--- config.mk ---
export PLATFORM = sky130hd
export DESIGN_NAME = midpoint_circle_point_generator_flat
export DESIGN_NICKNAME = d
export VERILOG_FILES = /design/src/hw/rtl/mcpg_pkg.sv /design/src/hw/rtl/mcpg_if.sv /design/src/hw/rtl/mcpg_front.sv /design/src/hw/rtl/mcpg_queue.sv /design/src/hw/rtl/mcpg_back.sv /design/src/hw/rtl/midpoint_circle_point_generator.sv /design/src/flat_wrapper.sv
export SDC_FILE = /design/constraint.sdc
export NUM_CORES = 1
export LEC_CHECK = 0
export BUFFER_PORTS_ARGS = -buffer_cell sky130_fd_sc_hd__buf_4
export CAP_MARGIN = 20
export CORE_MARGIN = 2
export CORE_UTILIZATION = 55
export CTS_CLUSTER_SIZE = 10
export DETAILED_ROUTE_END_ITERATION = 12
export GPL_TIMING_DRIVEN = 1
export MAX_ROUTING_LAYER = met4
export PLACE_DENSITY = 0.71
export SLEW_MARGIN = 5
export SYNTH_ARGS = -nofsm -noshare
export SYNTH_HDL_FRONTEND = slang
export SYNTH_SLANG_ARGS = --single-unit
--- constraint.sdc ---
create_clock -name clk_i -period 4.85 [get_ports clk_i]
set_input_delay 0.97 -clock clk_i [delete_from_list [all_inputs] [get_ports clk_i]]
set_output_delay 0.97 -clock clk_i [all_outputs]
set_load 0.02 [all_outputs]
--- src/hw/rtl/mcpg_pkg.sv ---
// shared types, constants and slot tables of the midpoint circle point generator
package mcpg_pkg;

  // default coordinate width and fixed widths
  localparam int unsigned MCPG_COORD_BITS = 12;
  localparam int unsigned DEC_BITS        = 16;
  localparam int unsigned COLOR_BITS      = 3;
  localparam int unsigned CFG_IDX_BITS    = 1;
  localparam int unsigned QUEUE_DEPTH     = 4;
  localparam int unsigned NUM_SLOTS       = 8;
  localparam int unsigned NUM_OFFS        = 4;

  // frame size after reset
  localparam int unsigned FRAME_ROWS_RST = 480;
  localparam int unsigned FRAME_COLS_RST = 640;

  // configuration register indexes
  typedef enum logic [CFG_IDX_BITS-1:0] {
    REG_FRAME_ROWS = 1'b0,
    REG_FRAME_COLS = 1'b1
  } cfg_reg_e;

  // input operation codes
  typedef enum logic {
    OP_START   = 1'b0,
    OP_ADVANCE = 1'b1
  } op_e;

  // what a step emits
  typedef enum logic [1:0] {
    STEP_EMPTY  = 2'd0,
    STEP_AXIS   = 2'd1,
    STEP_DIAG   = 2'd2,
    STEP_OCTANT = 2'd3
  } step_kind_e;

  // control part of one queued step
  typedef struct packed {
    step_kind_e kind;
    logic       done;
  } step_ctl_t;

  // offsets: 0 centre+x, 1 centre-x, 2 centre+y, 3 centre-y
  localparam logic [1:0] SLOT_ROW [NUM_SLOTS] = '{
    2'd0, 2'd1, 2'd0, 2'd1, 2'd2, 2'd3, 2'd2, 2'd3
  };
  localparam logic [1:0] SLOT_COL [NUM_SLOTS] = '{
    2'd2, 2'd2, 2'd3, 2'd3, 2'd0, 2'd0, 2'd1, 2'd1
  };

  // slots in use for each kind of step, bit k is slot k
  function automatic logic [NUM_SLOTS-1:0] slot_enable(step_kind_e kind);
    logic [NUM_SLOTS-1:0] en;
    unique case (kind)
      STEP_AXIS:   en = 8'h35;
      STEP_DIAG:   en = 8'h0f;
      STEP_OCTANT: en = 8'hff;
      default:     en = '0;
    endcase
    return en;
  endfunction

endpackage

--- src/hw/rtl/mcpg_if.sv ---
// handshake channels of the midpoint circle point generator

// input item channel
interface mcpg_in_if
  import mcpg_pkg::*;
#(
  parameter int unsigned COORD_BITS = MCPG_COORD_BITS
) ();
  logic                  valid;
  logic                  ready;
  logic                  op;
  logic [COORD_BITS-1:0] center_row;
  logic [COORD_BITS-1:0] center_col;
  logic [COORD_BITS-1:0] radius;
  logic [COLOR_BITS-1:0] color;

  modport source (output valid, op, center_row, center_col, radius, color, input ready);
  modport sink   (input valid, op, center_row, center_col, radius, color, output ready);
endinterface

// result channel
interface mcpg_out_if
  import mcpg_pkg::*;
#(
  parameter int unsigned COORD_BITS = MCPG_COORD_BITS
) ();
  logic                  valid;
  logic                  ready;
  logic [COORD_BITS-1:0] pixel_row;
  logic [COORD_BITS-1:0] pixel_col;
  logic [COLOR_BITS-1:0] pixel_color;
  logic                  pixel_valid;
  logic                  last_of_run;
  logic                  done_res;

  modport source (output valid, pixel_row, pixel_col, pixel_color, pixel_valid,
                  last_of_run, done_res, input ready);
  modport sink   (input valid, pixel_row, pixel_col, pixel_color, pixel_valid,
                  last_of_run, done_res, output ready);
endinterface

// configuration write channel
interface mcpg_cfg_if
  import mcpg_pkg::*;
#(
  parameter int unsigned COORD_BITS = MCPG_COORD_BITS
) ();
  logic                    valid;
  logic                    ready;
  logic [CFG_IDX_BITS-1:0] index;
  logic [COORD_BITS:0]     data;

  modport source (output valid, index, data, input ready);
  modport sink   (input valid, index, data, output ready);
endinterface

--- src/hw/rtl/mcpg_front.sv ---
// front end: accepts items, walks the circle state and queues one step per beat
module mcpg_front
  import mcpg_pkg::*;
#(
  parameter int unsigned COORD_BITS = MCPG_COORD_BITS
) (
  input  logic                  clk_i,
  input  logic                  rst_ni,
  mcpg_in_if.sink               in_i,
  output logic                  push_valid_o,
  input  logic                  push_ready_i,
  output step_ctl_t             push_ctl_o,
  output logic [COORD_BITS-1:0] push_row_o,
  output logic [COORD_BITS-1:0] push_col_o,
  output logic [COLOR_BITS-1:0] push_color_o,
  output logic [COORD_BITS-1:0] push_x_o,
  output logic [COORD_BITS-1:0] push_y_o
);

  localparam int unsigned XY_W = COORD_BITS + 1;

  logic                  accept;
  logic [XY_W-1:0]       x_q, x_d, y_q, y_d, x_inc, y_dec;
  logic [DEC_BITS-1:0]   dec_q, dec_d, x_ext, y_ext;
  logic [COORD_BITS-1:0] row_q, row_d, col_q, col_d;
  logic [COLOR_BITS-1:0] color_q, color_d;
  logic                  active_q, active_d;
  step_kind_e            kind;

  assign accept       = in_i.valid && push_ready_i;
  assign in_i.ready   = push_ready_i;
  assign push_valid_o = in_i.valid;

  // next circle state, as if the beat is taken
  always_comb begin
    row_d    = row_q;
    col_d    = col_q;
    color_d  = color_q;
    x_d      = x_q;
    y_d      = y_q;
    dec_d    = dec_q;
    active_d = active_q;
    kind     = STEP_EMPTY;
    x_inc    = x_q + XY_W'(1);
    y_dec    = y_q - XY_W'(1);
    x_ext    = DEC_BITS'(x_inc);
    y_ext    = DEC_BITS'(y_dec);
    if (in_i.op == OP_START) begin
      row_d   = in_i.center_row;
      col_d   = in_i.center_col;
      color_d = in_i.color;
      x_d     = '0;
      y_d     = XY_W'(in_i.radius);
      if (in_i.radius == '0) begin
        dec_d    = DEC_BITS'(1);
        active_d = 1'b0;
      end else begin
        dec_d    = DEC_BITS'(1) - DEC_BITS'(in_i.radius);
        active_d = 1'b1;
        kind     = STEP_AXIS;
      end
    end else if (!active_q || x_q >= y_q) begin
      active_d = 1'b0;
    end else begin
      x_d = x_inc;
      if (dec_q[DEC_BITS-1]) begin
        dec_d = dec_q + ((x_ext + DEC_BITS'(1)) << 1);
      end else begin
        y_d   = y_dec;
        dec_d = dec_q + ((x_ext - y_ext) << 1) + DEC_BITS'(1);
      end
      active_d = (x_d < y_d);
      if (x_d < y_d) begin
        kind = STEP_OCTANT;
      end else if (x_d == y_d) begin
        kind = STEP_DIAG;
      end
    end
  end

  // step handed to the queue
  assign push_ctl_o   = '{kind: kind, done: !active_d};
  assign push_row_o   = row_d;
  assign push_col_o   = col_d;
  assign push_color_o = color_d;
  assign push_x_o     = x_d[COORD_BITS-1:0];
  assign push_y_o     = y_d[COORD_BITS-1:0];

  // circle state registers
  always_ff @(posedge clk_i or negedge rst_ni) begin
    if (!rst_ni) begin
      x_q      <= '0;
      y_q      <= '0;
      dec_q    <= '0;
      row_q    <= '0;
      col_q    <= '0;
      color_q  <= '0;
      active_q <= 1'b0;
    end else if (accept) begin
      x_q      <= x_d;
      y_q      <= y_d;
      dec_q    <= dec_d;
      row_q    <= row_d;
      col_q    <= col_d;
      color_q  <= color_d;
      active_q <= active_d;
    end
  end

  // a circle in progress always has x below y
  a_active_order: assert property (@(posedge clk_i) disable iff (!rst_ni)
    active_q |-> (x_q < y_q))
    else $error("active circle with x not below y");

  // a start of radius zero leaves no circle in progress
  a_zero_radius: assert property (@(posedge clk_i) disable iff (!rst_ni)
    (accept && in_i.op == OP_START && in_i.radius == '0) |=> !active_q)
    else $error("zero radius start left circle active");

endmodule

--- src/hw/rtl/mcpg_queue.sv ---
// short step queue between front and back ends
module mcpg_queue
  import mcpg_pkg::*;
#(
  parameter int unsigned DATA_W = 8,
  parameter int unsigned DEPTH  = QUEUE_DEPTH
) (
  input  logic              clk_i,
  input  logic              rst_ni,
  input  logic              push_valid_i,
  output logic              push_ready_o,
  input  logic [DATA_W-1:0] push_data_i,
  output logic              pop_valid_o,
  input  logic              pop_ready_i,
  output logic [DATA_W-1:0] pop_data_o
);

  localparam int unsigned PTR_W = (DEPTH > 1) ? $clog2(DEPTH) : 1;
  localparam int unsigned CNT_W = $clog2(DEPTH + 1);

  logic [DATA_W-1:0] mem_q [DEPTH];
  logic [PTR_W-1:0]  wr_ptr_q, rd_ptr_q;
  logic [CNT_W-1:0]  count_q;
  logic              push, pop;

  assign push_ready_o = (count_q != CNT_W'(DEPTH));
  assign pop_valid_o  = (count_q != '0);
  assign push         = push_valid_i && push_ready_o;
  assign pop          = pop_ready_i && pop_valid_o;
  assign pop_data_o   = mem_q[rd_ptr_q];

  // storage
  always_ff @(posedge clk_i) begin
    if (push) begin
      mem_q[wr_ptr_q] <= push_data_i;
    end
  end

  // pointers and fill count
  always_ff @(posedge clk_i or negedge rst_ni) begin
    if (!rst_ni) begin
      wr_ptr_q <= '0;
      rd_ptr_q <= '0;
      count_q  <= '0;
    end else begin
      if (push) begin
        wr_ptr_q <= (wr_ptr_q == PTR_W'(DEPTH - 1)) ? '0 : wr_ptr_q + PTR_W'(1);
      end
      if (pop) begin
        rd_ptr_q <= (rd_ptr_q == PTR_W'(DEPTH - 1)) ? '0 : rd_ptr_q + PTR_W'(1);
      end
      count_q <= count_q + CNT_W'(push) - CNT_W'(pop);
    end
  end

  // fill count never passes the depth
  a_count_bound: assert property (@(posedge clk_i) disable iff (!rst_ni)
    count_q <= CNT_W'(DEPTH))
    else $error("queue overfilled");

  // fill count rises by one on a push without a pop
  a_count_track: assert property (@(posedge clk_i) disable iff (!rst_ni)
    (push && !pop) |=> (count_q == $past(count_q) + CNT_W'(1)))
    else $error("queue count lost a push");

endmodule

--- src/hw/rtl/mcpg_back.sv ---
// back end: clips the points of a step and sends one pixel per beat
module mcpg_back
  import mcpg_pkg::*;
#(
  parameter int unsigned COORD_BITS = MCPG_COORD_BITS
) (
  input  logic                  clk_i,
  input  logic                  rst_ni,
  mcpg_cfg_if.sink              cfg_i,
  mcpg_out_if.source            out_o,
  input  logic                  pop_valid_i,
  output logic                  pop_ready_o,
  input  step_ctl_t             pop_ctl_i,
  input  logic [COORD_BITS-1:0] pop_row_i,
  input  logic [COORD_BITS-1:0] pop_col_i,
  input  logic [COLOR_BITS-1:0] pop_color_i,
  input  logic [COORD_BITS-1:0] pop_x_i,
  input  logic [COORD_BITS-1:0] pop_y_i
);

  localparam int unsigned RV_W = COORD_BITS + 2;
  localparam int unsigned FR_W = COORD_BITS + 1;

  // frame size registers
  logic [FR_W-1:0] frame_rows_q, frame_cols_q;

  assign cfg_i.ready = 1'b1;

  always_ff @(posedge clk_i or negedge rst_ni) begin
    if (!rst_ni) begin
      frame_rows_q <= FR_W'(FRAME_ROWS_RST);
      frame_cols_q <= FR_W'(FRAME_COLS_RST);
    end else if (cfg_i.valid) begin
      unique case (cfg_reg_e'(cfg_i.index))
        REG_FRAME_ROWS: frame_rows_q <= cfg_i.data;
        REG_FRAME_COLS: frame_cols_q <= cfg_i.data;
        default: ;
      endcase
    end
  end

  // candidate rows and columns of the queue head, with clip tests
  logic [RV_W-1:0]      rv [NUM_OFFS];
  logic [RV_W-1:0]      cv [NUM_OFFS];
  logic [NUM_OFFS-1:0]  row_ok, col_ok;
  logic [NUM_SLOTS-1:0] enable, keep;

  always_comb begin
    rv[0] = RV_W'(pop_row_i) + RV_W'(pop_x_i);
    rv[1] = RV_W'(pop_row_i) - RV_W'(pop_x_i);
    rv[2] = RV_W'(pop_row_i) + RV_W'(pop_y_i);
    rv[3] = RV_W'(pop_row_i) - RV_W'(pop_y_i);
    cv[0] = RV_W'(pop_col_i) + RV_W'(pop_x_i);
    cv[1] = RV_W'(pop_col_i) - RV_W'(pop_x_i);
    cv[2] = RV_W'(pop_col_i) + RV_W'(pop_y_i);
    cv[3] = RV_W'(pop_col_i) - RV_W'(pop_y_i);
    for (int i = 0; i < NUM_OFFS; i++) begin
      row_ok[i] = !rv[i][RV_W-1] && !rv[i][COORD_BITS]
                  && ({1'b0, rv[i][COORD_BITS-1:0]} < frame_rows_q);
      col_ok[i] = !cv[i][RV_W-1] && !cv[i][COORD_BITS]
                  && ({1'b0, cv[i][COORD_BITS-1:0]} < frame_cols_q);
    end
    enable = slot_enable(pop_ctl_i.kind);
    for (int k = 0; k < NUM_SLOTS; k++) begin
      keep[k] = enable[k] && row_ok[SLOT_ROW[k]] && col_ok[SLOT_COL[k]];
    end
  end

  // step being sent out
  logic                  work_valid_q;
  logic [NUM_SLOTS-1:0]  pend_q, cur, rest;
  logic [COORD_BITS-1:0] work_row_q [NUM_OFFS];
  logic [COORD_BITS-1:0] work_col_q [NUM_OFFS];
  logic [COLOR_BITS-1:0] work_color_q;
  logic                  work_done_q;
  logic                  out_free, emit, last, load;
  logic [COORD_BITS-1:0] sel_row, sel_col;

  assign out_free    = !out_o.valid || out_o.ready;
  assign emit        = work_valid_q && out_free;
  assign cur         = pend_q & (~pend_q + NUM_SLOTS'(1));
  assign rest        = pend_q & ~cur;
  assign last        = (rest == '0);
  assign pop_ready_o = !work_valid_q || (emit && last);
  assign load        = pop_valid_i && pop_ready_o;

  // pick the lowest pending slot
  always_comb begin
    sel_row = '0;
    sel_col = '0;
    for (int k = 0; k < NUM_SLOTS; k++) begin
      if (cur[k]) begin
        sel_row = sel_row | work_row_q[SLOT_ROW[k]];
        sel_col = sel_col | work_col_q[SLOT_COL[k]];
      end
    end
  end

  // work register control
  always_ff @(posedge clk_i or negedge rst_ni) begin
    if (!rst_ni) begin
      work_valid_q <= 1'b0;
      pend_q       <= '0;
    end else if (load) begin
      work_valid_q <= 1'b1;
      pend_q       <= keep;
    end else if (emit) begin
      pend_q <= rest;
      if (last) begin
        work_valid_q <= 1'b0;
      end
    end
  end

  // work register payload
  always_ff @(posedge clk_i) begin
    if (load) begin
      for (int i = 0; i < NUM_OFFS; i++) begin
        work_row_q[i] <= rv[i][COORD_BITS-1:0];
        work_col_q[i] <= cv[i][COORD_BITS-1:0];
      end
      work_color_q <= pop_color_i;
      work_done_q  <= pop_ctl_i.done;
    end
  end

  // output register
  logic                  out_valid_q;
  logic [COORD_BITS-1:0] out_row_q, out_col_q;
  logic [COLOR_BITS-1:0] out_color_q;
  logic                  out_pix_q, out_last_q, out_done_q;

  always_ff @(posedge clk_i or negedge rst_ni) begin
    if (!rst_ni) begin
      out_valid_q <= 1'b0;
    end else if (emit) begin
      out_valid_q <= 1'b1;
    end else if (out_o.ready) begin
      out_valid_q <= 1'b0;
    end
  end

  always_ff @(posedge clk_i) begin
    if (emit) begin
      out_row_q   <= sel_row;
      out_col_q   <= sel_col;
      out_color_q <= (pend_q != '0) ? work_color_q : '0;
      out_pix_q   <= (pend_q != '0);
      out_last_q  <= last;
      out_done_q  <= work_done_q;
    end
  end

  assign out_o.valid       = out_valid_q;
  assign out_o.pixel_row   = out_row_q;
  assign out_o.pixel_col   = out_col_q;
  assign out_o.pixel_color = out_color_q;
  assign out_o.pixel_valid = out_pix_q;
  assign out_o.last_of_run = out_last_q;
  assign out_o.done_res    = out_done_q;

  // an empty result always closes its run
  a_empty_is_last: assert property (@(posedge clk_i) disable iff (!rst_ni)
    (out_o.valid && !out_o.pixel_valid) |-> out_o.last_of_run)
    else $error("empty result not marked last");

  // nothing is emitted without a step in the work register
  a_emit_has_work: assert property (@(posedge clk_i) disable iff (!rst_ni)
    (!work_valid_q && !$past(emit)) |-> (out_o.valid == ($past(out_o.valid)
      && !$past(out_o.ready))))
    else $error("result appeared without work");

endmodule

--- src/hw/rtl/midpoint_circle_point_generator.sv ---
// top level of the midpoint circle point generator
// A start beat loads centre, radius and colour and yields the axis points of the first
// step; each advance beat runs one midpoint step and yields its symmetric points, with
// points outside the frame dropped and a single empty result where none survive. The
// front end takes one input beat per cycle while its four-entry step queue has room;
// the back end sends one pixel per cycle unless the output stalls, one result per kept point
// (eight at most, one for an empty step), and that output port sets the sustained rate.
// Configuration writes are taken in any cycle and must only be made while idle.
module midpoint_circle_point_generator
  import mcpg_pkg::*;
#(
  parameter int unsigned COORD_BITS = MCPG_COORD_BITS
) (
  input  logic       clk_i,
  input  logic       rst_ni,
  mcpg_cfg_if.sink   cfg_chan_i,
  mcpg_in_if.sink    in_chan_i,
  mcpg_out_if.source out_chan_o
);

  localparam int unsigned STEP_W = $bits(step_ctl_t) + 4 * COORD_BITS + COLOR_BITS;

  logic                  push_valid, push_ready, pop_valid, pop_ready;
  step_ctl_t             push_ctl, pop_ctl;
  logic [COORD_BITS-1:0] push_row, push_col, push_x, push_y;
  logic [COORD_BITS-1:0] pop_row, pop_col, pop_x, pop_y;
  logic [COLOR_BITS-1:0] push_color, pop_color;
  logic [STEP_W-1:0]     push_data, pop_data;

  // step packing across the queue
  assign push_data = {push_ctl, push_row, push_col, push_color, push_x, push_y};
  assign {pop_ctl, pop_row, pop_col, pop_color, pop_x, pop_y} = pop_data;

  mcpg_front #(
    .COORD_BITS (COORD_BITS)
  ) u_front (
    .clk_i        (clk_i),
    .rst_ni       (rst_ni),
    .in_i         (in_chan_i),
    .push_valid_o (push_valid),
    .push_ready_i (push_ready),
    .push_ctl_o   (push_ctl),
    .push_row_o   (push_row),
    .push_col_o   (push_col),
    .push_color_o (push_color),
    .push_x_o     (push_x),
    .push_y_o     (push_y)
  );

  mcpg_queue #(
    .DATA_W (STEP_W),
    .DEPTH  (QUEUE_DEPTH)
  ) u_queue (
    .clk_i        (clk_i),
    .rst_ni       (rst_ni),
    .push_valid_i (push_valid),
    .push_ready_o (push_ready),
    .push_data_i  (push_data),
    .pop_valid_o  (pop_valid),
    .pop_ready_i  (pop_ready),
    .pop_data_o   (pop_data)
  );

  mcpg_back #(
    .COORD_BITS (COORD_BITS)
  ) u_back (
    .clk_i       (clk_i),
    .rst_ni      (rst_ni),
    .cfg_i       (cfg_chan_i),
    .out_o       (out_chan_o),
    .pop_valid_i (pop_valid),
    .pop_ready_o (pop_ready),
    .pop_ctl_i   (pop_ctl),
    .pop_row_i   (pop_row),
    .pop_col_i   (pop_col),
    .pop_color_i (pop_color),
    .pop_x_i     (pop_x),
    .pop_y_i     (pop_y)
  );

endmodule
--- src/flat_wrapper.sv ---
// flat-port wrapper written by rule: the top's interface ports become plain ports
module midpoint_circle_point_generator_flat import mcpg_pkg::*;
#(
  parameter int unsigned COORD_BITS = MCPG_COORD_BITS
)
  (clk_i, rst_ni, cfg_chan_i_valid, cfg_chan_i_index, cfg_chan_i_data, cfg_chan_i_ready, in_chan_i_valid, in_chan_i_op, in_chan_i_center_row, in_chan_i_center_col, in_chan_i_radius, in_chan_i_color, in_chan_i_ready, out_chan_o_valid, out_chan_o_pixel_row, out_chan_o_pixel_col, out_chan_o_pixel_color, out_chan_o_pixel_valid, out_chan_o_last_of_run, out_chan_o_done_res, out_chan_o_ready);
  mcpg_cfg_if #(.COORD_BITS(COORD_BITS)) cfg_chan_i_i ();
  mcpg_in_if #(.COORD_BITS(COORD_BITS)) in_chan_i_i ();
  mcpg_out_if #(.COORD_BITS(COORD_BITS)) out_chan_o_i ();
  input  logic clk_i;
  input  logic rst_ni;
  input wire logic [$bits(cfg_chan_i_i.valid)-1:0] cfg_chan_i_valid;
  input wire logic [$bits(cfg_chan_i_i.index)-1:0] cfg_chan_i_index;
  input wire logic [$bits(cfg_chan_i_i.data)-1:0] cfg_chan_i_data;
  output wire logic [$bits(cfg_chan_i_i.ready)-1:0] cfg_chan_i_ready;
  input wire logic [$bits(in_chan_i_i.valid)-1:0] in_chan_i_valid;
  input wire logic [$bits(in_chan_i_i.op)-1:0] in_chan_i_op;
  input wire logic [$bits(in_chan_i_i.center_row)-1:0] in_chan_i_center_row;
  input wire logic [$bits(in_chan_i_i.center_col)-1:0] in_chan_i_center_col;
  input wire logic [$bits(in_chan_i_i.radius)-1:0] in_chan_i_radius;
  input wire logic [$bits(in_chan_i_i.color)-1:0] in_chan_i_color;
  output wire logic [$bits(in_chan_i_i.ready)-1:0] in_chan_i_ready;
  output wire logic [$bits(out_chan_o_i.valid)-1:0] out_chan_o_valid;
  output wire logic [$bits(out_chan_o_i.pixel_row)-1:0] out_chan_o_pixel_row;
  output wire logic [$bits(out_chan_o_i.pixel_col)-1:0] out_chan_o_pixel_col;
  output wire logic [$bits(out_chan_o_i.pixel_color)-1:0] out_chan_o_pixel_color;
  output wire logic [$bits(out_chan_o_i.pixel_valid)-1:0] out_chan_o_pixel_valid;
  output wire logic [$bits(out_chan_o_i.last_of_run)-1:0] out_chan_o_last_of_run;
  output wire logic [$bits(out_chan_o_i.done_res)-1:0] out_chan_o_done_res;
  input wire logic [$bits(out_chan_o_i.ready)-1:0] out_chan_o_ready;
  assign cfg_chan_i_i.valid = cfg_chan_i_valid;
  assign cfg_chan_i_i.index = cfg_chan_i_index;
  assign cfg_chan_i_i.data = cfg_chan_i_data;
  assign cfg_chan_i_ready = cfg_chan_i_i.ready;
  assign in_chan_i_i.valid = in_chan_i_valid;
  assign in_chan_i_i.op = in_chan_i_op;
  assign in_chan_i_i.center_row = in_chan_i_center_row;
  assign in_chan_i_i.center_col = in_chan_i_center_col;
  assign in_chan_i_i.radius = in_chan_i_radius;
  assign in_chan_i_i.color = in_chan_i_color;
  assign in_chan_i_ready = in_chan_i_i.ready;
  assign out_chan_o_valid = out_chan_o_i.valid;
  assign out_chan_o_pixel_row = out_chan_o_i.pixel_row;
  assign out_chan_o_pixel_col = out_chan_o_i.pixel_col;
  assign out_chan_o_pixel_color = out_chan_o_i.pixel_color;
  assign out_chan_o_pixel_valid = out_chan_o_i.pixel_valid;
  assign out_chan_o_last_of_run = out_chan_o_i.last_of_run;
  assign out_chan_o_done_res = out_chan_o_i.done_res;
  assign out_chan_o_i.ready = out_chan_o_ready;
  midpoint_circle_point_generator #(.COORD_BITS(COORD_BITS)) u_core (.clk_i(clk_i), .rst_ni(rst_ni), .cfg_chan_i(cfg_chan_i_i), .in_chan_i(in_chan_i_i), .out_chan_o(out_chan_o_i));
endmodule
== Yosys cells after proc, flatten, opt, wreduce, memory -nomap -nowiden ==
Memory sizes are Yosys's and may differ from the RTL's.
Cells that the tools add are included.
Operators by class
  bitwise operators: 19
  reduce and logical (&&, ||, !) cells: 70
  eq/ne operators: 8
  magnitude comparators: 10
  add/subtract/negate cells: 21
  multiplexer cells: 52
Operator list (count)
  two-way mux 12 bit: 18
  OR 12 bit: 14
  less-than comparator 12 x 13 -> 1 bit: 8
  two-way mux 13 bit: 7
  two-way mux 16 bit: 4
  adder 12 x 12 -> 13 bit: 4
  subtractor 12 x 12 -> 13 bit: 4
  logical AND 1 bit: 36
  case mux 8 bit (3 select lines): 1
  adder 16 x 1 -> 16 bit, second input constant: 1
  adder 16 x 15 -> 16 bit: 1
  adder 16 bit: 1
  AND 8 bit: 2
  zero test 1 bit: 16
  two-way mux 8 bit: 2
  inverter 8 bit: 2
  adder 13 x 1 -> 14 bit, second input constant: 1
  subtractor 13 x 13 -> 14 bit: 1
  adder 13 x 1 -> 13 bit, second input constant: 1
  equality test 13 bit: 1
  >= comparator 13 bit: 1
  less-than comparator 13 bit: 1
  two-way mux 1 bit: 13
  subtractor 1 x 12 -> 13 bit, first input constant: 1
  20 further kinds: 39
Storage, ports and cells
  memories: 3
  output and inout port bits: 33
  bits of input ports: 59
  RAM bits: 312
  logic and storage cells: 208
  register bits after elaboration: 147
Memories
  u_core.u_queue.mem_q: words 4, bits a word 54, read ports 1, clocked after Yosys merged registers in 0, wr ports 1, RTL line mcpg_queue.sv:21  | logic [DATA_W-1:0] mem_q [DEPTH];
  u_core.u_back.work_col_q: words 4, bits a word 12, read ports 4, clocked after Yosys merged registers in 0, wr ports 4, RTL line mcpg_back.sv:73  | logic [COORD_BITS-1:0] work_col_q [NUM_OFFS];
  u_core.u_back.work_row_q: words 4, bits a word 12, read ports 4, clocked after Yosys merged registers in 0, wr ports 4, RTL line mcpg_back.sv:72  | logic [COORD_BITS-1:0] work_row_q [NUM_OFFS];

== Depth between registers and ports, before layout ==
Gate-level depths: netlist (run 1).
  depth after elaboration: 18
  gate-level depth with buffers: 22
  depth with buffers taken out: 21

== By module ==
A second synthesis (run 1) with hierarchy kept.
Unflattened totals
  cells, all modules: 2447
  area total of the unflattened synthesis: 27644.0 um^2
Modules (own cells, without submodules)
  mcpg_back: times used 1, cells each 1180, seq. area each 4692.0 um^2, area an instance 11992.8 um^2
  mcpg_queue: times used 1, cells each 320, seq. area each 6661.4 um^2, area an instance 8219.1 um^2
  mcpg_front: times used 1, cells each 947, seq. area each 1751.7 um^2, area an instance 7432.1 um^2

== Worst setup path before layout (run 1) ==
OpenSTA, ideal clock, no wires.
  path type: flip-flop to flip-flop
  from: register u_core.u_queue.rd_ptr_q[0]
  to: register u_core.u_back.pend_q[4]
  data arrival time: 5.074 ns
  path buffers: 2
  cell stages (with the launch flop): 22
  slack: -0.324 ns
  library setup time: 0.100 ns
  required time: 4.750 ns
  clock period less this slack: 5.174 ns
  path through: dfrtp_1 > buf_1 > buf_1 > mux4_2 > ha_1 > fa_1 > nor2b_1 > o21a_1 > o21ai_0 > a21oi_1 > o21ai_0 > a2111o_1 > o41ai_1 > a211oi_1 > ha_1 > a21o_1 > a21oi_1 > o22ai_1 > nor3b_1 > nand2_1 > a211oi_1 > o2bb2ai_1
RTL lines
  from (decl): RTL line mcpg_queue.sv:22  | logic [PTR_W-1:0] wr_ptr_q, rd_ptr_q;
  from (signal assigned): RTL line mcpg_queue.sv:50  | rd_ptr_q <= (rd_ptr_q == PTR_W'(DEPTH - 1)) ? '0 : rd_ptr_q + PTR_W'(1);
  to (signal assigned): RTL line mcpg_back.sv:106  | pend_q <= keep;
  to (signal assigned): RTL line mcpg_back.sv:108  | pend_q <= rest;
  to (decl): RTL line mcpg_back.sv:71  | logic [NUM_SLOTS-1:0] pend_q, cur, rest;

==> out/metrics.cfg, run 1 <==
[logic_synthesis]
synthCells = 2313
syn_area_mm2 = 0.02706
async_flop_share = 0.2484
syn_nets = 2649
synth_edf_count = 342
synth.avg_cell_area_um2 = 11.70
yosysUniqueCellTypes = 78
synth_top_flop_cell = edfxtp_1
ys_seq_elements = 455
ys_seq_area_frac = 0.4844
yosysWarningCount = 0

[place]
placed_cells = 3052
hpwl_um = 55730
gp_congestion = 1.010
port_buffers = 90

[die]
die_w_um = 225.8
num_rows = 81
initial_utilization = 0.5550
die-area_mm2 = 0.05098
core_area_mm2 = 0.04875
die_h_um = 225.8
pin_count = 92

[sta]
period_needed_ns = 4.669
maxSlewHeadroom = 0.2904
fin_crit_sh = 0.9626
clock_skew_ns = 0.04054
hold_viol = 0
worst_pin_slew_ns = 1.064
fmax_mhz = 214.2
maxSlewViolCount = 0
final-setup-viol-count = 0

[critical_path]
cp_max_fo = 7
path_class = reg -> reg
arrival_ns = 5.19
endpoint_kind = flop
critical_path_required_ns = 5.37
startpoint_type = flop

[grt]
grt_pass1_wl_um = 112100
grt_max_degree = 61
antenna_found_initial = 1
grt_overflow = 0
grtUsageTotal = 0.3022
grt_pass1_vias = 18930

[clock_network]
cts_max_path_buffers = 3
cts_sinks = 455
clock_latency_ns = 0.64
cts_tree = built
clk_pin_slew_ns = 0.06
cts_root_buffer = clkbuf_16
cts_buffers = 53
cts_max_level = 2

[hold_path]
hold_path_class = reg -> reg

[routing]
totalWireLength_um = 74520
final_antenna_net_count = 0
post_drt_via_cell_ratio = 6.078
wl_per_cell_um = 23.49
drc = 0
num_vias = 19280
drt_iter0_drc = 1747
first_pass_iters = 5

[flow_run]
drv_cap = 0

[finish]
drive_above_1_share = 0.1810
syn_to_final_growth_pct = 14.11
instances_no_fill = 3173
nets = 2800

[outcome]
status = finished, final reports clean

-- per-layer routing --
metal	share of wire	global-route usage	wire (um)	vias to the layer above
li1	-	-	-	8882
met1	0.41	0.3872	30900	9468
met2	0.48	0.4882	35690	757
met3	0.064	0.03968	4777	177
met4	0.042	0.1241	3157	0
met5	0	-	0	-
-- kinds of logic after synthesis --
family / synth area share
mux: 0.07908
buf+inv: 0.03348
fa+ha+maj: 0.1318
simple gates: 0.08930
other cells: 0.0001386
xor+xnor: 0.05827
compound gates: 0.1236
flops: 0.4844
-- final cells by class --
type / count / area, um^2
Multi-Input combinational cell: 1621 / 13330
Timing Repair Buffer: 188 / 1451
Tap cell: 664 / 830.8
Sequential cell: 455 / 13110
Clock buffer: 90 / 1465
Inverter: 145 / 548.0
Clock inverter: 9 / 135.1
Fill cell: 3818 / 17870
Antenna cell: 1 / 2.502
-- through the flow --
stage	cell area [um^2]	setup WS (ns)	setup TNS [ns]	hold WS [ns]	util
final	30870	0.1812	0	0.4372	0.6334
after global routing	30870	-0.06473	-0.1660	0.4481	0.6334
after CTS	30470	0.01701	0	0.4389	0.6250
after detailed placement	28830	-0.07460	-0.1813	0.4229	0.5913
after global placement	28830	0.02570	0	0.4045	0.5913
after floorplan	27060	0.1250	0	0.4003	-
-- worst max-delay path, cell delays in order (launching register included) --
cell and delay, ns:
dfrtp_4 0.49, buf_4 0.14, mux4_2 0.49, buf_4 0.17
ha_2 0.20, fa_2 0.40, a21oi_2 0.15, o21ba_4 0.15
o31ai_2 0.07, o41ai_2 0.36, o21bai_1 0.10, a21oi_1 0.17
xnor2_1 0.19, ha_1 0.29, a21o_1 0.17, a21oi_2 0.14
o22ai_1 0.11, nor4b_2 0.31, o211ai_1 0.23, o22ai_1 0.23
-- registers in the layout, indices dropped and copies added (netlist names), 13 cells and up --
register / flops
u_core.u_back.frame_rows_q: 13
u_core.u_back.work_col_q: 46
u_core.u_back.frame_cols_q: 13
u_core.u_front.x_q: 13
u_core.u_queue.mem_q: 216
u_core.u_front.dec_q: 16
u_core.u_back.work_row_q: 46
u_core.u_front.y_q: 13
-- worst paths after layout --
kind / startpoint / endpoint / slack (ns) / cells past startpoint
min: u_core.u_back.work_done_q / u_core.u_back.out_o.done_res / 0.44 / 0
max reg2reg: u_core.u_queue.rd_ptr_q[0] / u_core.u_back.pend_q[2] / 0.18 / 19
min in group asynchronous: rst_ni / u_core.u_front.dec_q[4] / 0.49 / 1
min reg2reg: u_core.u_back.work_done_q / u_core.u_back.out_o.done_res / 0.44 / 0
max in group asynchronous: rst_ni / u_core.u_back.frame_cols_q[7] / 3.29 / 2
max: u_core.u_queue.rd_ptr_q[0] / u_core.u_back.pend_q[2] / 0.18 / 19
-- placed cells by master, fill, tap and decap left out, types with 10 or more instances in the layout --
cell / count
edfxtp_1: 342
ha_1: 260
buf_4: 183
nand2_1: 161
nor2_1: 145
inv_1: 142
a21oi_1: 136
xnor2_1: 135
dfrtp_1: 103
o21ai_0: 90
mux2_2: 74
mux4_2: 54
clkbuf_16: 53
a21o_1: 51
nor3_1: 43
xor2_1: 41
clkbuf_1: 37
nand3_1: 27
nand2b_1: 25
o21bai_1: 22
a222oi_1: 22
o22ai_1: 21
nor2b_1: 19
and3_1: 16
o21a_1: 15
or3_1: 13
a31oi_1: 13
a22oi_1: 12
a211oi_1: 11
o31a_1: 10
fa_1: 10
-- repair_timing --
| item | CTS | global route |
|---|---|---|
| setup endpoints to repair | 8 | 11 |
| setup buffers | 0 | 20 |
| hold buffers | 0 | 0 |
| pin swaps | 1 | 20 |
| resized for setup | 8 | 61 |
-- cells in the mapped netlist (5+ instances only) --
master       n  area (um^2)
edfxtp_1   342        10270
ha_1       265         3316
nand2_1    161        604.3
nor2_1     146        548.0
a21oi_1    144        720.7
inv_1      144        540.5
xnor2_1    137         1200
dfrtp_1    107         2678
o21ai_0     96        480.5
mux2_2      74        833.3
clkbuf_1    69        259.0
mux4_2      54         1216
a21o_1      51        382.9
nor3_1      46        230.2
xor2_1      43        376.6
nand3_1     28        140.1
nand2b_1    25        156.4
a222oi_1    22        220.2
o21bai_1    22        165.2
o22ai_1     21        131.4
and3_1      20        125.1
nor2b_1     19        118.9
buf_1       17        63.81
a211oi_1    16        120.1
o21a_1      15        112.6
or3_1       15        93.84
a31oi_1     14        87.58
a22oi_1     12        90.09
fa_1        12        240.2
and2_1      10        62.56
o31a_1      10        87.58
mux2i_1      9        90.09
nor4_1       9        56.30
nand4_1      8        50.05
o31ai_1      8        60.06
o41ai_1      8        70.07
a2111oi_0    7        61.31
a221oi_1     7        61.31
a2bb2oi_1    7        61.31
and4_1       6        52.55
dfstp_2      6        157.7
o211ai_1     6        45.04
o2bb2ai_1    5        43.79
or4_1        5        37.54
Power of run 1 is not shown: default switching activity piles up to over one toggle a cycle in this logic, so the estimate is an artifact.
==> run 2, diff against run 1 <==
--- a/config.mk
+++ b/config.mk
@@ -7,6 +7,7 @@
 export LEC_CHECK = 0
 export BUFFER_PORTS_ARGS = -buffer_cell sky130_fd_sc_hd__buf_4
 export CAP_MARGIN = 20
+export CORE_ASPECT_RATIO = 0.75
 export CORE_MARGIN = 2
 export CORE_UTILIZATION = 55
 export CTS_CLUSTER_SIZE = 10
==> run 2 against run 1 <==
  * Global-route usage up 1.7 points
  * Maximum frequency down 0.14%
  * Worst setup slack lost 0.0064 ns
  * Final area increased by 1.1%
  * Count of clock-buffer cells in the layout is 2 higher
  * Register-to-register slack barely moved
  * Critical path depth up 2
  * Sequential cell count did not move
  * Die area hardly changed
  * First-iteration DRC count grew 50%
  * Sequential share of layout area decreased by 0.47 points
  * Routed wire length grew 5.3%
==> out/metrics.cfg, run 2 (synthesis gave the netlist of run 1 again) <==
[routing]
drt_iter0_drc = 2619
post_drt_via_cell_ratio = 6.197
totalWireLength_um = 78480
wl_per_cell_um = 24.46
drc = 0
first_pass_iters = 8
final_antenna_net_count = 0
num_vias = 19890

[die]
num_rows = 70
pin_count = 92
core_area_mm2 = 0.04870
die_w_um = 260.1
initial_utilization = 0.5556
die-area_mm2 = 0.05100
die_h_um = 196.1

[finish]
utilization = 0.6412
drive_above_1_share = 0.1953
multi_input_area_mm2 = 0.01328
top_register = u_core.u_queue.mem_q
mostFrequentLayoutCells = 342 x edfxtp_1, 261 x ha_1, 231 x buf_4
nets = 2851
syn_to_final_growth_pct = 15.40
seq_area_mm2 = 0.01311
reg_top3 = u_core.u_queue.mem_q (216), u_core.u_back.work_col_q (46), u_core.u_back.work_row_q (46)
nFillCells = 3857
final_common_cell = edfxtp_1
largest_reg_flops = 216

[critical_path]
crit_top_cell = ha_1
critical_path_required_ns = 5.34
slowest_delay_ns = 0.45
endpoint_kind = flop
startpoint_type = flop
crit_chain = inv_1 -> ha_1 -> and3_1 -> nand3_1 -> or3_4 -> xnor2_2 -> ha_1 -> a21oi_1 -> nand2_1 -> a41o_1 -> xor2_1 -> ha_1 -> buf_4 -> nand2_1 -> a2111oi_2 -> and3_1 -> o31a_1 -> nor3_1 -> o21bai_1 -> xnor2_1 -> o22ai_1
crit_buf_inv = 2
crit_path_top_delay_cell = dfrtp_1
critical-path-top-delay-family = simple AND/OR/NAND/NOR gates
path_class = reg -> reg
cp_max_fo = 4
arrival_ns = 5.17

[sta]
period_needed_ns = 4.675
whs_ns = 0.4429
fin_ws_ns = 0.1748
clock_skew_ns = 0.04287
maxSlewHeadroom = 0.2559
hold_viol = 0
worst_pin_slew_ns = 1.116
fin_crit_sh = 0.9640
maxSlewViolCount = 0
fmax_mhz = 213.9
setup_tns_ns = 0
final-setup-viol-count = 0

[grt]
antenna_found_initial = 1
grt_overflow = 0
grtUsageTotal = 0.3191
grt_max_degree = 58
grt_pass1_vias = 19070
grt_pass1_wl_um = 117700

[clock_network]
cts_max_path_buffers = 3
cts_root_buffer = clkbuf_16
clock_latency_ns = 0.63
cts_buffers = 53
cts_hold_buf = 0
clk_pin_slew_ns = 0.06
cts_tree = built
cts_max_level = 2
cts_sinks = 455

[place]
port_buffers = 90
gp_congestion = 0.9912
post-place-ws_ns = -0.2699
hpwl_um = 59640

[outcome]
status = finished, final reports clean

[flow_run]
drv_cap = 0

[hold_path]
hold_path_class = in -> async

-- run 2: area by class of cell --
cell class	instances	share of cell area
inverters	145	0.01755
multi-input cells	1621	0.4253
well taps	648	0.02597
clock inverters	8	0.002645
repair buffers	239	0.05999
diodes	1	0.00008015
clock buffers	92	0.04849
flip-flops and latches	455	0.4200
-- run 2: path summary, 6_finish.rpt --
| kind | start | to | slack (ns) | depth (start not counted) |
|---|---|---|---|---|
| hold / removal | rst_ni | u_core.u_front.row_q[9] | 0.44 | 1 |
| hold reg to reg | u_core.u_back.work_done_q | u_core.u_back.out_o.done_res | 0.50 | 0 |
| setup reg to reg | u_core.u_front.y_q[0] | u_core.u_front.dec_q[15] | 0.17 | 21 |
| setup / recovery | u_core.u_front.y_q[0] | u_core.u_front.dec_q[15] | 0.17 | 21 |
| min in group clk_i | u_core.u_back.work_done_q | u_core.u_back.out_o.done_res | 0.50 | 0 |
| max in group asynchronous | rst_ni | u_core.u_front.x_q[1] | 3.49 | 2 |
-- run 2: repair_timing --
item | 4_1_cts | 5_1_grt
resized for setup | 5 | 58
endpoints found under the setup margin | 3 | 12
setup buffers | 2 | 6
gates cloned | 0 | 1
hold endpoints to repair | 0 | 0
pin swaps | 1 | 13
-- run 2: metal layers --
| metal | vias up | wire (um) | track usage | part of all wire |
|---|---|---|---|---|
| met1 | 9867 | 37240 | 0.5063 | 0.47 |
| met3 | 75 | 8500 | 0.06512 | 0.11 |
| met4 | 0 | 1132 | 0.06222 | 0.014 |
| met5 | - | 0 | - | 0 |
| met2 | 960 | 31610 | 0.4192 | 0.40 |
| li1 | 8984 | - | - | - |
-- run 2: through the flow --
step,instances,area [um^2]
floorplan,2313,27060
global placement,3098,29300
global route,3209,31220
detailed placement,3098,29300
CTS,3200,30930
finish,3209,31220
Power of run 2 is left out for the same reason.
==> run 3, diff against run 2 <==
--- a/config.mk
+++ b/config.mk
@@ -9,12 +9,12 @@
 export CAP_MARGIN = 20
 export CORE_ASPECT_RATIO = 0.75
 export CORE_MARGIN = 2
-export CORE_UTILIZATION = 55
+export CORE_UTILIZATION = 38
 export CTS_CLUSTER_SIZE = 10
 export DETAILED_ROUTE_END_ITERATION = 12
 export GPL_TIMING_DRIVEN = 1
 export MAX_ROUTING_LAYER = met4
-export PLACE_DENSITY = 0.71
+export PLACE_DENSITY = 0.51
 export SLEW_MARGIN = 5
 export SYNTH_ARGS = -nofsm -noshare
 export SYNTH_HDL_FRONTEND = slang
==> run 3 against run 2 <==
  * Non-clock buffer count is 91 higher
  * Final cell count up 12%
  * Utilization decreased by 18 points
  * Sequential share of layout area shrank 1.5 points
  * Routed wire length is 4.0% higher
  * Highest routed layer unchanged
  * Final area rose by 3.7%
  * Critical path depth is 2 lower
  * Global-route usage is 9.2 points lower
  * Via count decreased by 1.7%
  * Worst setup slack got worse by 0.0042 ns
==> out/metrics.cfg, run 3 (synthesis gave the netlist of run 1 again) <==
[place]
gp_congestion = 0.9704
hpwl_um = 63440
place_area_mm2 = 0.03021
port_buffers = 90
post-place-ws_ns = -0.1594

[finish]
nets = 2942
top_register = u_core.u_queue.mem_q
drive_above_1_share = 0.2291
final_common_cell = edfxtp_1
syn_to_final_growth_pct = 19.71
reg_top3 = u_core.u_queue.mem_q (216), u_core.u_back.work_col_q (46), u_core.u_back.work_row_q (46)
largest_reg_flops = 216
utilization = 0.4607
design_area_mm2 = 0.03239
mostFrequentLayoutCells = 342 x edfxtp_1, 324 x buf_4, 259 x ha_1
nFillCells = 6460

[clock_network]
cts_root_buffer = clkbuf_16
cts_buffers = 53
cts_max_path_buffers = 3
clock_latency_ns = 0.64
cts_tree = built
cts_hold_buf = 0
cts_sinks = 455
clk_pin_slew_ns = 0.07
cts_max_level = 2

[sta]
fin_crit_sh = 0.9648
maxSlewHeadroom = 0.2868
period_needed_ns = 4.679
worst_pin_slew_ns = 1.070
fin_ws_ns = 0.1706
hold_viol = 0
fmax_mhz = 213.7
clock_skew_ns = 0.04057
whs_ns = 0.3912
maxSlewViolCount = 0
final-setup-viol-count = 0

[flow_run]
drv_cap = 0

[grt]
grt_overflow = 0
antenna_found_initial = 2
grtUsageTotal = 0.2270
grt_pass1_vias = 18850
grt_pass1_wl_um = 121600
grt_max_degree = 69

[critical_path]
arrival_ns = 5.20
cp_max_fo = 7
slowest_delay_ns = 0.53
critical-path-top-delay-family = compound AO/OA/AOI/OAI gates
critical_path_required_ns = 5.37
crit_chain = mux4_2 -> buf_4 -> ha_1 -> fa_1 -> a21oi_1 -> o21ba_4 -> o31ai_4 -> o41ai_2 -> buf_4 -> o21bai_1 -> a21oi_2 -> xnor2_2 -> ha_1 -> a21o_1 -> a21oi_1 -> o22ai_1 -> nor4b_1 -> o211ai_1 -> o22ai_1
endpoint_kind = flop
path_class = reg -> reg
startpoint_type = flop
crit_buf_inv = 2
crit_path_top_delay_cell = mux4_2

[die]
core_area_mm2 = 0.07031
die_w_um = 312.1
num_rows = 84
pin_count = 92
die-area_mm2 = 0.07337
die_h_um = 235.1
initial_utilization = 0.3848

[routing]
first_pass_iters = 5
num_vias = 19540
final_antenna_net_count = 0
wl_per_cell_um = 22.68
post_drt_via_cell_ratio = 5.428
drc = 0
totalWireLength_um = 81650
drt_iter0_drc = 1630

[outcome]
status = finished, final reports clean

[hold_path]
hold_path_class = in -> async

run 3: cell count changes in the layout (fill, tap and decap cells not counted), sizes merged:
| cell | change |
|---|---|
| diode | +3 |
| clkinv | -3 |
| bufinv | +2 |
| buf | +92 |
| inv | +1 |
| clkbuf | -2 |
run 3: layer usage:
| layer | vias to the layer above | track usage | part of all wire |
|---|---|---|---|
| met1 | 9660 | 0.3551 | 0.52 |
| met5 | - | - | 0 |
| met4 | 0 | 0.04210 | 0.013 |
| met3 | 84 | 0.04907 | 0.076 |
| li1 | 9184 | - | - |
| met2 | 612 | 0.2969 | 0.39 |
run 3: final timing paths:
| path | start | endpoint | slack [ns] | depth (start not counted) |
|---|---|---|---|---|
| min | rst_ni | u_core.u_front.y_q[10] | 0.39 | 1 |
| max | u_core.u_queue.rd_ptr_q[0] | u_core.u_back.pend_q[0] | 0.17 | 19 |
| max reg2reg | u_core.u_queue.rd_ptr_q[0] | u_core.u_back.pend_q[0] | 0.17 | 19 |
| max in group asynchronous | rst_ni | u_core.u_front.y_q[0] | 3.35 | 2 |
| min in group clk_i | u_core.u_back.work_row_q[3][4] | u_core.u_back.out_o.pixel_row[4] | 0.49 | 2 |
| min reg2reg | u_core.u_back.work_row_q[3][4] | u_core.u_back.out_o.pixel_row[4] | 0.49 | 2 |
run 3: worst register-to-register path, stage by stage, from the launching register on:
cell and delay, ns:
dfrtp_4 0.49, mux4_2 0.54, buf_4 0.17, ha_1 0.22, fa_1 0.42, a21oi_1 0.22, o21ba_4 0.19, o31ai_4 0.07
o41ai_2 0.23, buf_4 0.18, o21bai_1 0.07, a21oi_2 0.18, xnor2_2 0.15, ha_1 0.27, a21o_1 0.16, a21oi_1 0.17
o22ai_1 0.10, nor4b_1 0.30, o211ai_1 0.24, o22ai_1 0.22
run 3: cell type report:
class | count | area [um^2] | share of cell area
inverter | 145 | 544.3 | 0.01680
sequential | 455 | 13110 | 0.4048
multi-input combinational | 1621 | 13400 | 0.4137
antenna | 4 | 10.01 | 0.0003090
timing repair buffer | 330 | 2526 | 0.07799
clock buffer | 91 | 1479 | 0.04566
clock inverter | 8 | 133.9 | 0.004133
tap | 946 | 1184 | 0.03654
run 3: timing repair:
item | 4_1_cts | 5_1_grt
pin swaps | 1 | 30
buffers inserted | 4 | 24
resized for setup | 8 | 73
setup endpoints to repair | 7 | 12
run 3: through the flow:
step / instances / TNS (ns)
global placement: 3468 / -0.2637
finish: 3600 / 0
floorplan: 2313 / 0
CTS: 3571 / 0
global route: 3600 / -0.03652
detailed placement: 3468 / -0.5775
Power of run 3 is left out for the same reason.
